[src/rtl/core/trf_pkg.sv]
// Shared types and constants of the TCP retransmission filter.
// No dependencies.
`default_nettype none
package trf_pkg;

	typedef struct packed {
		logic        action;
		logic [63:0] addr_pair;
		logic [31:0] port_pair;
		logic [31:0] seq_num;
		logic [31:0] ack_num;
		logic [47:0] hdr_rest;
		logic [15:0] ip_total_len;
		logic [5:0]  ip_hdr_len;
		logic [7:0]  protocol;
		logic [12:0] frag_offset;
		logic [15:0] buffer_len;
		logic        skip_option;
	} trf_item_t;

	typedef struct packed {
		logic       drop;
		logic [2:0] status;
	} trf_res_t;

	typedef struct packed {
		logic [31:0] seq;
		logic [31:0] ack;
		logic [47:0] rest;
		logic [15:0] len;
	} trf_slot_t;

	typedef struct packed {
		logic latch;
		logic tick;
		logic scan_clr;
		logic ent_scan;
		logic sweep;
		logic slot_clr;
		logic slot_scan;
		logic chk;
		logic refresh;
		logic alloc_fill;
		logic store;
		logic inval;
	} trf_cmd_t;

	typedef struct packed {
		logic is_tick;
		logic qual;
		logic skip;
		logic scan_done;
		logic found;
		logic free;
		logic slot_done;
		logic dup;
		logic expired;
	} trf_stat_t;

	localparam logic [2:0] ST_NONE    = 3'd0;
	localparam logic [2:0] ST_NEW     = 3'd1;
	localparam logic [2:0] ST_STORED  = 3'd2;
	localparam logic [2:0] ST_DUP     = 3'd3;
	localparam logic [2:0] ST_SKIP    = 3'd4;
	localparam logic [2:0] ST_EXPIRED = 3'd5;
	localparam logic [2:0] ST_FULL    = 3'd6;
	localparam logic [2:0] ST_TICK    = 3'd7;

	localparam logic [7:0]  TCP_PROTO   = 8'd6;
	localparam logic [15:0] MIN_TCP_HDR = 16'd20;
	localparam logic [15:0] TIMEOUT_RST = 16'd10;

endpackage
`default_nettype wire

[src/rtl/core/trf_ctrl.sv]
// Controller state machine and result register.
// Depends on trf_pkg.
`default_nettype none
module trf_ctrl (
	input  wire                 clk,
	input  wire                 arst_n,
	input  wire                 start,
	output logic                busy,
	output logic                res_valid,
	output trf_pkg::trf_res_t   res,
	input  trf_pkg::trf_stat_t  stat,
	output trf_pkg::trf_cmd_t   cmd
);
	import trf_pkg::*;

	typedef enum logic [7:0] {
		S_IDLE  = 8'b0000_0001,
		S_QUAL  = 8'b0000_0010,
		S_SWEEP = 8'b0000_0100,
		S_SRCH  = 8'b0000_1000,
		S_ALLOC = 8'b0001_0000,
		S_RDENT = 8'b0010_0000,
		S_CHK   = 8'b0100_0000,
		S_SLOT  = 8'b1000_0000
	} state_t;

	state_t     state_q, state_d;
	logic       done;
	logic [2:0] code;

	assign busy = (state_q != S_IDLE);

	always_comb begin
		state_d = state_q;
		cmd     = '0;
		done    = 1'b0;
		code    = ST_NONE;
		case (state_q)
			S_IDLE: begin
				if (start) begin
					cmd.latch = 1'b1;
					state_d   = S_QUAL;
				end
			end
			S_QUAL: begin
				cmd.scan_clr = 1'b1;
				if (stat.is_tick) begin
					cmd.tick = 1'b1;
					state_d  = S_SWEEP;
				end else if (stat.qual) begin
					state_d = S_SRCH;
				end else begin
					done    = 1'b1;
					state_d = S_IDLE;
				end
			end
			S_SWEEP: begin
				cmd.sweep = 1'b1;
				if (stat.scan_done) begin
					done    = 1'b1;
					code    = ST_TICK;
					state_d = S_IDLE;
				end
			end
			S_SRCH: begin
				cmd.ent_scan = 1'b1;
				if (stat.scan_done) begin
					if (stat.found) begin
						state_d = S_RDENT;
					end else if (stat.free) begin
						cmd.slot_clr = 1'b1;
						state_d      = S_ALLOC;
					end else begin
						done    = 1'b1;
						code    = ST_FULL;
						state_d = S_IDLE;
					end
				end
			end
			S_ALLOC: begin
				cmd.alloc_fill = 1'b1;
				if (stat.slot_done) begin
					done    = 1'b1;
					code    = ST_NEW;
					state_d = S_IDLE;
				end
			end
			S_RDENT: begin
				state_d = S_CHK;
			end
			S_CHK: begin
				cmd.chk      = 1'b1;
				cmd.slot_clr = 1'b1;
				if (stat.skip) begin
					cmd.refresh = 1'b1;
					done        = 1'b1;
					code        = ST_SKIP;
					state_d     = S_IDLE;
				end else begin
					state_d = S_SLOT;
				end
			end
			S_SLOT: begin
				cmd.slot_scan = 1'b1;
				if (stat.slot_done) begin
					done    = 1'b1;
					state_d = S_IDLE;
					if (stat.dup) begin
						cmd.refresh = 1'b1;
						code        = ST_DUP;
					end else if (stat.expired) begin
						cmd.inval = 1'b1;
						code      = ST_EXPIRED;
					end else begin
						cmd.store = 1'b1;
						code      = ST_STORED;
					end
				end
			end
			default: begin
				state_d = S_IDLE;
			end
		endcase
	end

	always_ff @(posedge clk or negedge arst_n) begin
		if (!arst_n) begin
			state_q   <= S_IDLE;
			res_valid <= 1'b0;
		end else begin
			state_q   <= state_d;
			res_valid <= done;
		end
	end

	always_ff @(posedge clk) begin
		if (done) begin
			res.status <= code;
			res.drop   <= (code == ST_DUP);
		end
	end

endmodule
`default_nettype wire

[config.mk]
export PLATFORM = sky130hd
export DESIGN_NAME = trf_ctrl
export DESIGN_NICKNAME = d
export VERILOG_FILES = /design/src/rtl/core/trf_pkg.sv /design/src/rtl/core/trf_ctrl.sv
export SDC_FILE = /design/constraint.sdc
export NUM_CORES = 1
export LEC_CHECK = 0
export ABC_CLOCK_PERIOD_IN_PS = 2400
export BUFFER_PORTS_ARGS = -buffer_cell sky130_fd_sc_hd__buf_2
export CAP_MARGIN = 0
export CORE_MARGIN = 2
export CORE_UTILIZATION = 48
export CTS_CLUSTER_SIZE = 16
export DETAILED_ROUTE_END_ITERATION = 8
export PLACE_DENSITY = 0.87
export SETUP_SLACK_MARGIN = 0.4
export SLEW_MARGIN = 20
export SYNTH_ARGS = -nofsm -noshare
export SYNTH_HDL_FRONTEND = slang
export SYNTH_SLANG_ARGS = --single-unit
[constraint.sdc]
create_clock -name clk -period 2.4 [get_ports clk]
set_input_delay 0.36 -clock clk [delete_from_list [all_inputs] [get_ports clk]]
set_output_delay 0.36 -clock clk [all_outputs]
set_load 0.02 [all_outputs]
After elaboration in Yosys (flattened, before gate mapping)
Index checks and enable logic that the tools add are counted.

storage, ports and cells
  flip-flop bits (word level) = 13
  input bits = 12
  word-level logic and storage cells = 70

cells by class
  eq/ne operators = 14
  mux-type cells = 50
  reduce and logical (&&, ||, !) cells = 2

operators by type and width
  operator                                                                 number
  8-bit two-way mux                                                        7
  8-bit case mux with 7 select lines                                       1
  1-bit two-way mux                                                        24
  3-bit two-way mux                                                        8
  3-bit case mux with 5 select lines                                       1
  8-bit by 1-bit == test with 1-bit output, second input constant          1
  8-bit by 2-bit == test with 1-bit output, second input constant          1
  8-bit by 3-bit == test with 1-bit output, second input constant          1
  8-bit by 4-bit == test with 1-bit output, second input constant          1
  8-bit by 5-bit == test with 1-bit output, second input constant          1
  8-bit by 6-bit == test with 1-bit output, second input constant          1
  8-bit by 7-bit == test with 1-bit output, second input constant          1
  8-bit == test, second input constant                                     1
  2-bit two-way mux                                                        4
  8-bit by 1-bit inequality test with 1-bit output, second input constant  1
  2-bit inequality test, second input constant                             3
  5-bit two-way mux                                                        1
  1-bit case mux with 5 select lines                                       1
  4-bit two-way mux                                                        1
  1-bit case mux with 2 select lines                                       2
  4-bit AND reduction                                                      1
  3-bit by 2-bit == test with 1-bit output, second input constant          1
  2-bit by 1-bit inequality test with 1-bit output, second input constant  1
  2-bit OR reduction                                                       1

Depth between registers and ports, before layout
Gate-level depths: netlist (run 1).

  word-level depth = 5
  gate-level depth with buffers = 6
  depth with buffers taken out = 5

Worst setup path after synthesis (run 1)
No wires, ideal clock.

  kind = register to output
  start point = reg state_q[4]
  end point = out cmd[10] in the netlist's numbering
  data arrival time = 1.763 ns
  data required time = 2.040 ns
  setup slack = 0.277 ns
  cell stages (with the launch flop) = 5
  cells stage by stage = dfrtp_1 > buf_2 > or3_1 > buf_2 > nor4_1

RTL lines
  item                    line             RTL
  start, declared         trf_ctrl.sv:27   state_t state_q, state_d;
  start signal, assigned  trf_ctrl.sv:131  state_q <= state_d;
  end, declared           trf_ctrl.sv:12   output trf_pkg::trf_cmd_t cmd

==> results of run 1 <==
[kinds of logic (layout without fill, tap and decap cells)]
| logic type | Yosys count | count (layout) |
|---|---|---|
| and+or+nand+nor | 53 | 53 |
| buffers and inverters | 10 | 68 |
| DFF | 13 | 13 |
| AOI/OAI and AO/OA | 17 | 17 |
| xor gates and xnor gates | 1 | 1 |
[how the worst max path moves through the flow]
| stage | start | end |
|---|---|---|
| 2_1_floorplan | state_q[4] | cmd[3] |
| 3_3_place_gp | state_q[6] | cmd[6] |
| 3_5_place_dp | state_q[6] | cmd[6] |
| 4_1_cts | state_q[6] | cmd[6] |
| 5_1_grt | state_q[5] | cmd[1] |
| 6_report | state_q[5] | cmd[1] |
[metrics by stage]
step | instances | power, mW | setup WS (ps) | hold WS [ps] | utilization
floorplan | 94 | 0.510 | 411 | 64.4 | -
global placement | 144 | 0.584 | 333 | 225 | 0.604
detailed placement | 144 | 0.594 | 234 | 223 | 0.604
CTS | 165 | 0.825 | 287 | 305 | 0.757
global route | 177 | 0.987 | 130 | 304 | 0.840
finish | 177 | 0.948 | 205 | 320 | 0.840
[what timing repair did]
action                                  4_1_cts  5_1_grt
endpoints found under the hold margin         8        0
cloned                                        0        0
endpoints found under the setup margin       10       15
pin swaps                                    11       14
setup buffers                                16       12
hold buffers                                  1        0
resized for setup                            29       12
[sequential cells by signal (all words and copies together), names as in the netlist]
signal,cells
res_valid,1
res,4
state_q,8
[critical path, stage by stage (launching register included)]
cell	delay [ps]
dfrtp_2	490
nor4_4	320
nand4_1	310
nor3_1	240
buf_2	190
[synth_stat cells, drive strengths merged (2+ instances only)]
master   count
edfxtp       4
or2          2
nor4         3
a21oi        2
or3          5
and2         2
nor3         9
o21ai        4
nor2         7
nand2        7
dfrtp        8
a2111oi      2
nand3b       2
inv          6
a21o         2
nand2b       3
buf          3
or4b         2
nor2b        2
[routing by layer]
metal,vias to the layer above,share of wire
met5,-,0
met4,0,0.037
met3,18,0.10
met2,99,0.48
met1,498,0.38
li1,464,-
[power by group through the flow]
stage,Clock (mW),Sequential [mW],Combinational (mW)
5_1_grt,0.153,0.315,0.519
3_5_place_dp,0,0.301,0.293
3_3_place_gp,0,0.297,0.287
6_report,0.144,0.313,0.492
2_1_floorplan,0,0.295,0.215
4_1_cts,0.140,0.302,0.383
[final cells by class]
class	instances	area, µm²
clock buffers	4	26.3
fillers	107	277
inverters	6	22.5
multi-input cells	71	622
flip-flops and latches	13	354
well taps	25	31.3
repair buffers	58	394
==> flow_metrics.py, run 1 <==
metrics = {
    "outcome": {
        "status": "complete, but fails checks",
        "violations": "design-rule violations",
    },
    "synthesis": {
        "ys_ff_latch": 13,
        "seq_area_frac_synth": 0.395,
        "synth_compound_area_frac": 0.177,
        "synth.area.mux_share": 0,
        "avgSynthCellArea_um2": 9.34,
        "synth_ff_type": "dfrtp_1",
        "synth.distinct_cells": 43,
        "synthArstFlopShare": 0.692,
        "ys_top_cells_by_area": "dfrtp_1, edfxtp_1, nor3_1",
        "synth_cells": 94,
        "synth-adder-area-share": 0,
        "synth_edf_count": 4,
        "synth_xor_area_frac": 0.00997,
        "synth_top_family_by_area": "simple AND/OR/NAND/NOR gates",
        "synth_fp_nets": 106,
        "yosysWarnings": 0,
        "netlist_area_um2": 878,
        "synth_top_cell_by_area": "dfrtp_1",
        "synth_top_area_share": 0.228,
        "synthSimpleGateAreaFrac": 0.372,
    },
    "timing": {
        "slew_headroom": 0.754,
        "final.setup_skew_ps": 1.90,
        "fin_tns_setup_ps": 0,
        "drv_slew": 0,
        "min_period_ps": 2190,
        "tightest_slew_ps": 366,
        "rsz0062_at_grt": "true",
        "fmax_mhz": 456,
        "setup_viol": 0,
        "timing_hold_violations_final": 0,
        "finalCritPeriodShare": 0.914,
    },
    "power_and_ir_drop": {
        "leakage_nw": 0.682,
        "comb_power_share": 0.519,
        "p_int_mw": 0.560,
        "clockPowerShare": 0.152,
        "power.share.switching": 0.409,
        "power_density_nw_per_um2": 654,
        "switching_power_mw": 0.388,
        "seq_power_share": 0.330,
        "ir_worst_vdd_uv": 897,
    },
    "min_path": {
        "hp-start": "stat[6]",
        "hold_path.class": "in -> reg",
        "holdPathStages": 2,
        "hold_end": "state_q[7]",
    },
    "place": {
        "io_buffer_count": 29,
        "postPlaceCellArea_um2": 1040,
        "place.gp.congestion": 0.889,
        "dp_hpwl_mm": 1.65,
    },
    "route": {
        "drt_iter0_drc": 60,
        "finalWirelength_mm": 3.25,
        "drt_first_pass_iters": 6,
        "detail-route-antenna-nets": 0,
        "viasPerCell": 6.10,
        "wl_per_cell_um": 18.3,
        "vias": 1079,
        "drc": 1,
    },
    "worst_setup_path": {
        "crit_type": "reg -> out",
        "arrival_ps": 1830,
        "critPathRequiredTime_ps": 2040,
        "worstSetupEndpointType": "primary output",
        "r2r_setup_slack_ps": 380,
        "start_kind": "flip-flop",
        "r2r-end": "res[2]",
        "crit_path_max_fanout": 7,
        "reg2reg_from": "state_q[6]",
        "reg2regPathDepth": 4,
    },
    "grt": {
        "grt_overflow": 0,
        "grt_pass1_wl_mm": 4.54,
        "grt_start_max_net_pins": 10,
        "use_met1": 0.353,
        "gr-usage-met3": 0.0654,
        "groute.layer.met2.usage": 0.507,
        "grt_pass1_vias": 963,
        "busiest_layer": "met2",
        "grt_use_total": 0.305,
        "antenna_found_initial": 0,
    },
    "die": {
        "core_um2": 1730,
        "start_util": 0.509,
        "die_x_um": 46.8,
        "boundaryPins": 30,
        "rows": 15,
        "fp.dieArea_um2": 2190,
        "die_h_um": 46.8,
    },
    "final_layout": {
        "final_nets": 165,
        "syn2layout_area_growth_pct": 65.1,
        "drive_above_1_share": 0.605,
        "design_area_um2": 1450,
        "layout_common_cells": "buf_4, buf_2, inv_1, nor2_1, dfrtp_2",
        "final_common_cell": "buf_4",
        "n_antenna_cell": 0,
    },
    "clock_network": {
        "clock_sinks": 13,
        "clockBufferDepth": 2,
        "clk_pin_slew_ps": 90,
        "htreeDepth": 1,
        "cts_root_buf": "clkbuf_4",
        "cts_inserted_buffers": 3,
        "cts_tree": "yes",
        "insertion_delay_ps": 280,
    },
    "job": {
        "drv_cap": 0,
    },
}
(Power assumes the default switching activity.)
==> run 2: changes to the inputs <==
- CELL_PAD_IN_SITES_DETAIL_PLACEMENT: default -> 0
- CELL_PAD_IN_SITES_GLOBAL_PLACEMENT: default -> 1
- CORE_UTILIZATION: 48 -> 36
- PLACE_DENSITY: 0.87 -> 0.88
==> run 2 against run 1 <==
Against the previous run: the flow now finishes without violations; power increased by 1.1%; sequential cell count unchanged; design area decreased by 1.3%; sequential share of layout area increased by 0.32 points; worst setup slack got worse by 25 ps.
==> flow_metrics.py, run 2 (same netlist as run 1, synthesis figures left out) <==
metrics = {
    "die": {
        "rows": 17,
        "die_h_um": 53.4,
        "die_x_um": 53.4,
        "core_um2": 2250,
        "start_util": 0.390,
        "fp.dieArea_um2": 2850,
        "boundaryPins": 30,
    },
    "final_layout": {
        "regMostFlops": "state_q",
        "n_antenna_cell": 0,
        "design_area_um2": 1430,
        "reg_top3": "state_q (8), res (4), res_valid (1)",
        "nFillCells": 182,
        "final_nets": 161,
        "drive_above_1_share": 0.574,
        "layout_common_cells": "buf_2, buf_4, nor2_1, buf_6",
        "syn2layout_area_growth_pct": 63.0,
        "largest_reg_flops": 8,
    },
    "power_and_ir_drop": {
        "power_mw": 0.959,
        "leakage_nw": 0.668,
        "power_density_nw_per_um2": 670,
        "ir_worst_vdd_uv": 602,
    },
    "grt": {
        "grt_start_max_net_pins": 11,
        "grt_pass1_vias": 851,
        "grt_overflow": 0,
        "grt_use_total": 0.201,
        "grt_pass1_wl_mm": 4.04,
        "antenna_found_initial": 0,
    },
    "route": {
        "detail-route-antenna-nets": 0,
        "finalWirelength_mm": 2.93,
        "vias": 1030,
        "route.met2.wl_mm": 1.33,
        "top_layer": "met4",
        "wl_per_cell_um": 16.6,
        "route.met3.wl_um": 311,
        "drt_iter0_drc": 27,
        "met1_length_mm": 1.17,
        "drc": 0,
        "drt_first_pass_iters": 4,
        "viasPerCell": 5.85,
    },
    "worst_setup_path": {
        "start_kind": "flip-flop",
        "arrival_ps": 2230,
        "critPathRequiredTime_ps": 2410,
        "crit_path_max_fanout": 6,
        "worstSetupEndpointType": "flip-flop",
        "crit_type": "reg -> reg",
    },
    "timing": {
        "hold_ws_ps": 279,
        "setup_viol": 0,
        "tightest_slew_ps": 437,
        "fin_tns_setup_ps": 0,
        "slew_headroom": 0.706,
        "fmax_mhz": 451,
        "min_period_ps": 2220,
        "finalCritPeriodShare": 0.925,
        "final.setup_skew_ps": 3.57,
        "layout_setup_ws_ps": 180,
        "drv_slew": 0,
        "timing_hold_violations_final": 0,
        "rsz0062_at_grt": "true",
    },
    "clock_network": {
        "insertion_delay_ps": 290,
        "clk_pin_slew_ps": 90,
        "cts_inserted_buffers": 3,
        "clockBufferDepth": 2,
        "cts_tree": "yes",
        "cts_root_buf": "clkbuf_4",
        "clock_sinks": 13,
        "htreeDepth": 1,
    },
    "min_path": {
        "hold_path.class": "in -> reg",
    },
    "place": {
        "postPlaceCellArea_um2": 1050,
        "io_buffer_count": 29,
        "dp_hpwl_mm": 1.67,
        "place.gp.congestion": 0.804,
        "dpl_worst_slack_ps": 270,
    },
    "outcome": {
        "status": "completed",
    },
    "job": {
        "drv_cap": 0,
    },
}
-- run 2: area by class of cell --
cell class / count / area (µm²) / share of cell area
clock buffer: 3 / 22.5 / 0.0157
clock inverter: 1 / 5.00 / 0.00350
inverter: 6 / 22.5 / 0.0157
multi-input combinational: 71 / 616 / 0.430
sequential: 13 / 354 / 0.247
tap: 28 / 35.0 / 0.0245
timing repair buffer: 54 / 377 / 0.263
-- run 2: timing repair --
action,4_1_cts,5_1_grt
resized for setup,26,15
hold buffers,1,0
endpoints found under the hold margin,8,0
buffers inserted,15,9
pin swaps,8,5
setup endpoints to repair,10,18
-- run 2: worst max-delay path: stages, from the launching register on --
cell and delay [ps]:
dfrtp_2 460, nor3_4 260, nand3_2 120, buf_4 150, buf_6 110, buf_6 100, buf_6 100, buf_6 100
buf_6 100, buf_6 120, o2bb2ai_4 140, or3_4 170
-- run 2: final timing paths --
check	from	to	slack, ps	cells past startpoint
setup reg to reg	state_q[6]	res[1]	180	11
min in group asynchronous	arst_n	res_valid	450	2
hold reg to reg	state_q[3]	state_q[3]	630	1
setup / recovery	state_q[6]	res[1]	180	11
hold / removal	stat[6]	state_q[7]	280	2
max in group asynchronous	arst_n	state_q[0]	1700	2
-- run 2: power by group --
group          leakage [nW]  switching [mW]  total, mW  internal [mW]
clock network        0.0177          0.0840      0.146         0.0620
registers             0.154          0.0449      0.305          0.260
logic                 0.497           0.260      0.509          0.249
-- run 2: metal layers --
layer,global-route usage,up-vias
li1,-,461
met1,0.259,475
met2,0.305,75
met3,0.0452,19
met4,0.115,0
met5,0,-
-- run 2: through the flow --
step	util	cells
floorplan	-	94
global placement	0.464	147
detailed placement	0.464	147
CTS	0.574	167
global route	0.635	176
finish	0.635	176
==> run 3: changes to the inputs <==
- CAP_MARGIN: 0 -> 20
- CORE_MARGIN: 2 -> 8
==> run 3 against run 2 <==
Against the previous run: non-clock buffer count rose by 5; global-route usage shrank 6.4 points; via count down 3.2%; register-to-register slack improved by 120 ps; worst setup slack improved by 72 ps; sequential cell count unchanged; critical endpoint is now cmd[6]; sequential share of layout area down 0.97 points; maximum frequency up 3.3%; clock power barely moved; design area rose by 4.5%; largest cell class unchanged.
==> flow_metrics.py, run 3 (same netlist as run 1, synthesis figures left out) <==
metrics = {
    "route": {
        "vias": 997,
        "detail-route-antenna-nets": 0,
        "wl_per_cell_um": 17.2,
        "drt_iter0_drc": 34,
        "drc": 0,
        "viasPerCell": 5.45,
        "drt_first_pass_iters": 4,
        "finalWirelength_mm": 3.15,
    },
    "power_and_ir_drop": {
        "comb_power_share": 0.535,
        "power.share.switching": 0.394,
        "clockPowerShare": 0.148,
        "seq_power_share": 0.316,
        "power_density_nw_per_um2": 649,
        "leakage_nw": 0.691,
        "power_mw": 0.970,
        "ir_worst_vdd_uv": 600,
        "switching_power_mw": 0.382,
        "p_int_mw": 0.588,
    },
    "worst_setup_path": {
        "path_delay_family": "simple AND/OR/NAND/NOR gates",
        "crit_path_max_fanout": 3,
        "path_cells": "nor3_4 > nand3_2 > or4b_4 > nand2_2 > buf_6",
        "critPathRequiredTime_ps": 2040,
        "slowest_stage": "or4b_4",
        "slowest_delay_ps": 500,
        "arrival_ps": 1790,
        "start_kind": "flip-flop",
        "crit_type": "reg -> out",
        "worstSetupEndpointType": "primary output",
        "r2r_setup_slack_ps": 300,
        "path_buf_inv": 1,
    },
    "place": {
        "dp_hpwl_mm": 1.84,
        "io_buffer_count": 29,
        "dpl.cell_count": 149,
        "place.gp.congestion": 0.801,
    },
    "job": {
        "drv_cap": 0,
    },
    "die": {
        "rows": 18,
        "boundaryPins": 30,
        "start_util": 0.368,
        "fp.dieArea_um2": 4280,
        "core_um2": 2390,
        "die_x_um": 65.4,
        "die_h_um": 65.4,
    },
    "final_layout": {
        "final_nets": 166,
        "layout.cells.non_filler": 183,
        "drive_above_1_share": 0.608,
        "largest_reg_flops": 8,
        "nFillCells": 214,
        "final_common_cell": "buf_4",
        "syn2layout_area_growth_pct": 70.2,
        "n_antenna_cell": 0,
        "reg_top3": "state_q (8), res (4), res_valid (1)",
        "layout_common_cells": "buf_4, buf_2, nor2_1, buf_6, dfrtp_2",
        "regMostFlops": "state_q",
        "fin_util": 0.626,
    },
    "timing": {
        "finalCritPeriodShare": 0.895,
        "slew_headroom": 0.729,
        "final.setup_skew_ps": 1.01,
        "min_period_ps": 2150,
        "fmax_mhz": 466,
        "tightest_slew_ps": 403,
        "setup_viol": 0,
        "timing_hold_violations_final": 0,
        "hold_ws_ps": 303,
        "rsz0062_at_grt": "true",
        "fin_tns_setup_ps": 0,
        "drv_slew": 0,
    },
    "min_path": {
        "hold_path.class": "in -> reg",
    },
    "clock_network": {
        "insertion_delay_ps": 290,
        "clockBufferDepth": 2,
        "cts_inserted_buffers": 3,
        "clk_pin_slew_ps": 80,
        "clock_sinks": 13,
        "cts_tree": "yes",
        "cts_root_buf": "clkbuf_4",
        "htreeDepth": 1,
    },
    "grt": {
        "groute.layer.met2.usage": 0.232,
        "use_met1": 0.150,
        "busiest_layer": "met2",
        "grt_pass1_vias": 944,
        "grt_start_max_net_pins": 12,
        "antenna_found_initial": 0,
        "grt_pass1_wl_mm": 4.59,
        "gr-usage-met3": 0.0527,
        "grt_overflow": 0,
        "grt_use_total": 0.136,
    },
    "outcome": {
        "status": "completed",
    },
}
run 3: cell types whose count changed in the layout (fill, tap and decap cells not counted), sizes merged:
cell	change
buf	+4
clkinv	-1
clkbuf	+2
run 3: final timing paths:
| kind | startpoint | cells past startpoint | endpoint |
|---|---|---|---|
| worst max-delay path | state_q[7] | 5 | cmd[6] |
| worst min-delay path | stat[6] | 2 | state_q[7] |
| worst min register to register | state_q[6] | 4 | state_q[4] |
| min in group asynchronous | arst_n | 2 | res_valid |
| worst max register to register | state_q[6] | 4 | res[2] |
| max in group asynchronous | arst_n | 2 | state_q[0] |
run 3: repair_timing:
item / CTS / global route
endpoints found under the hold margin: 8 / 0
gates resized for setup: 30 / 17
setup buffers: 14 / 15
pin swaps: 12 / 9
hold buffers: 1 / 0
setup endpoints to repair: 11 / 16
run 3: power by group through the flow:
stage	Sequential (mW)	Clock [mW]	Combinational, mW
after detailed placement	0.301	0	0.293
after global placement	0.299	0	0.291
final	0.307	0.144	0.519
after floorplan	0.295	0	0.215
after global routing	0.311	0.158	0.550
after CTS	0.303	0.146	0.397
run 3: cell type report:
class	instances	area, µm²	share of cell area
flip-flops and latches	13	355	0.238
repair buffers	59	444	0.297
clock buffers	4	26.3	0.0176
well taps	30	37.5	0.0251
multi-input cells	71	609	0.408
inverters	6	22.5	0.0151
run 3: through the flow:
step	setup WS, ps	area [µm²]
2_1_floorplan	411	885
3_3_place_gp	321	1050
3_5_place_dp	279	1050
4_1_cts	280	1300
5_1_grt	191	1500
6_report	252	1500
run 3: per-layer routing:
layer / part of all wire / up-vias
met1: 0.42 / 485
met5: 0 / -
met2: 0.48 / 40
li1: - / 465
met4: 0.019 / 0
met3: 0.074 / 7
run 3: worst register-to-register path, cell delays in order (launching register included):
cell and delay, ps:
dfrtp_2 450, buf_4 150, or4b_1 570, a2111oi_2 410, or3_4 240
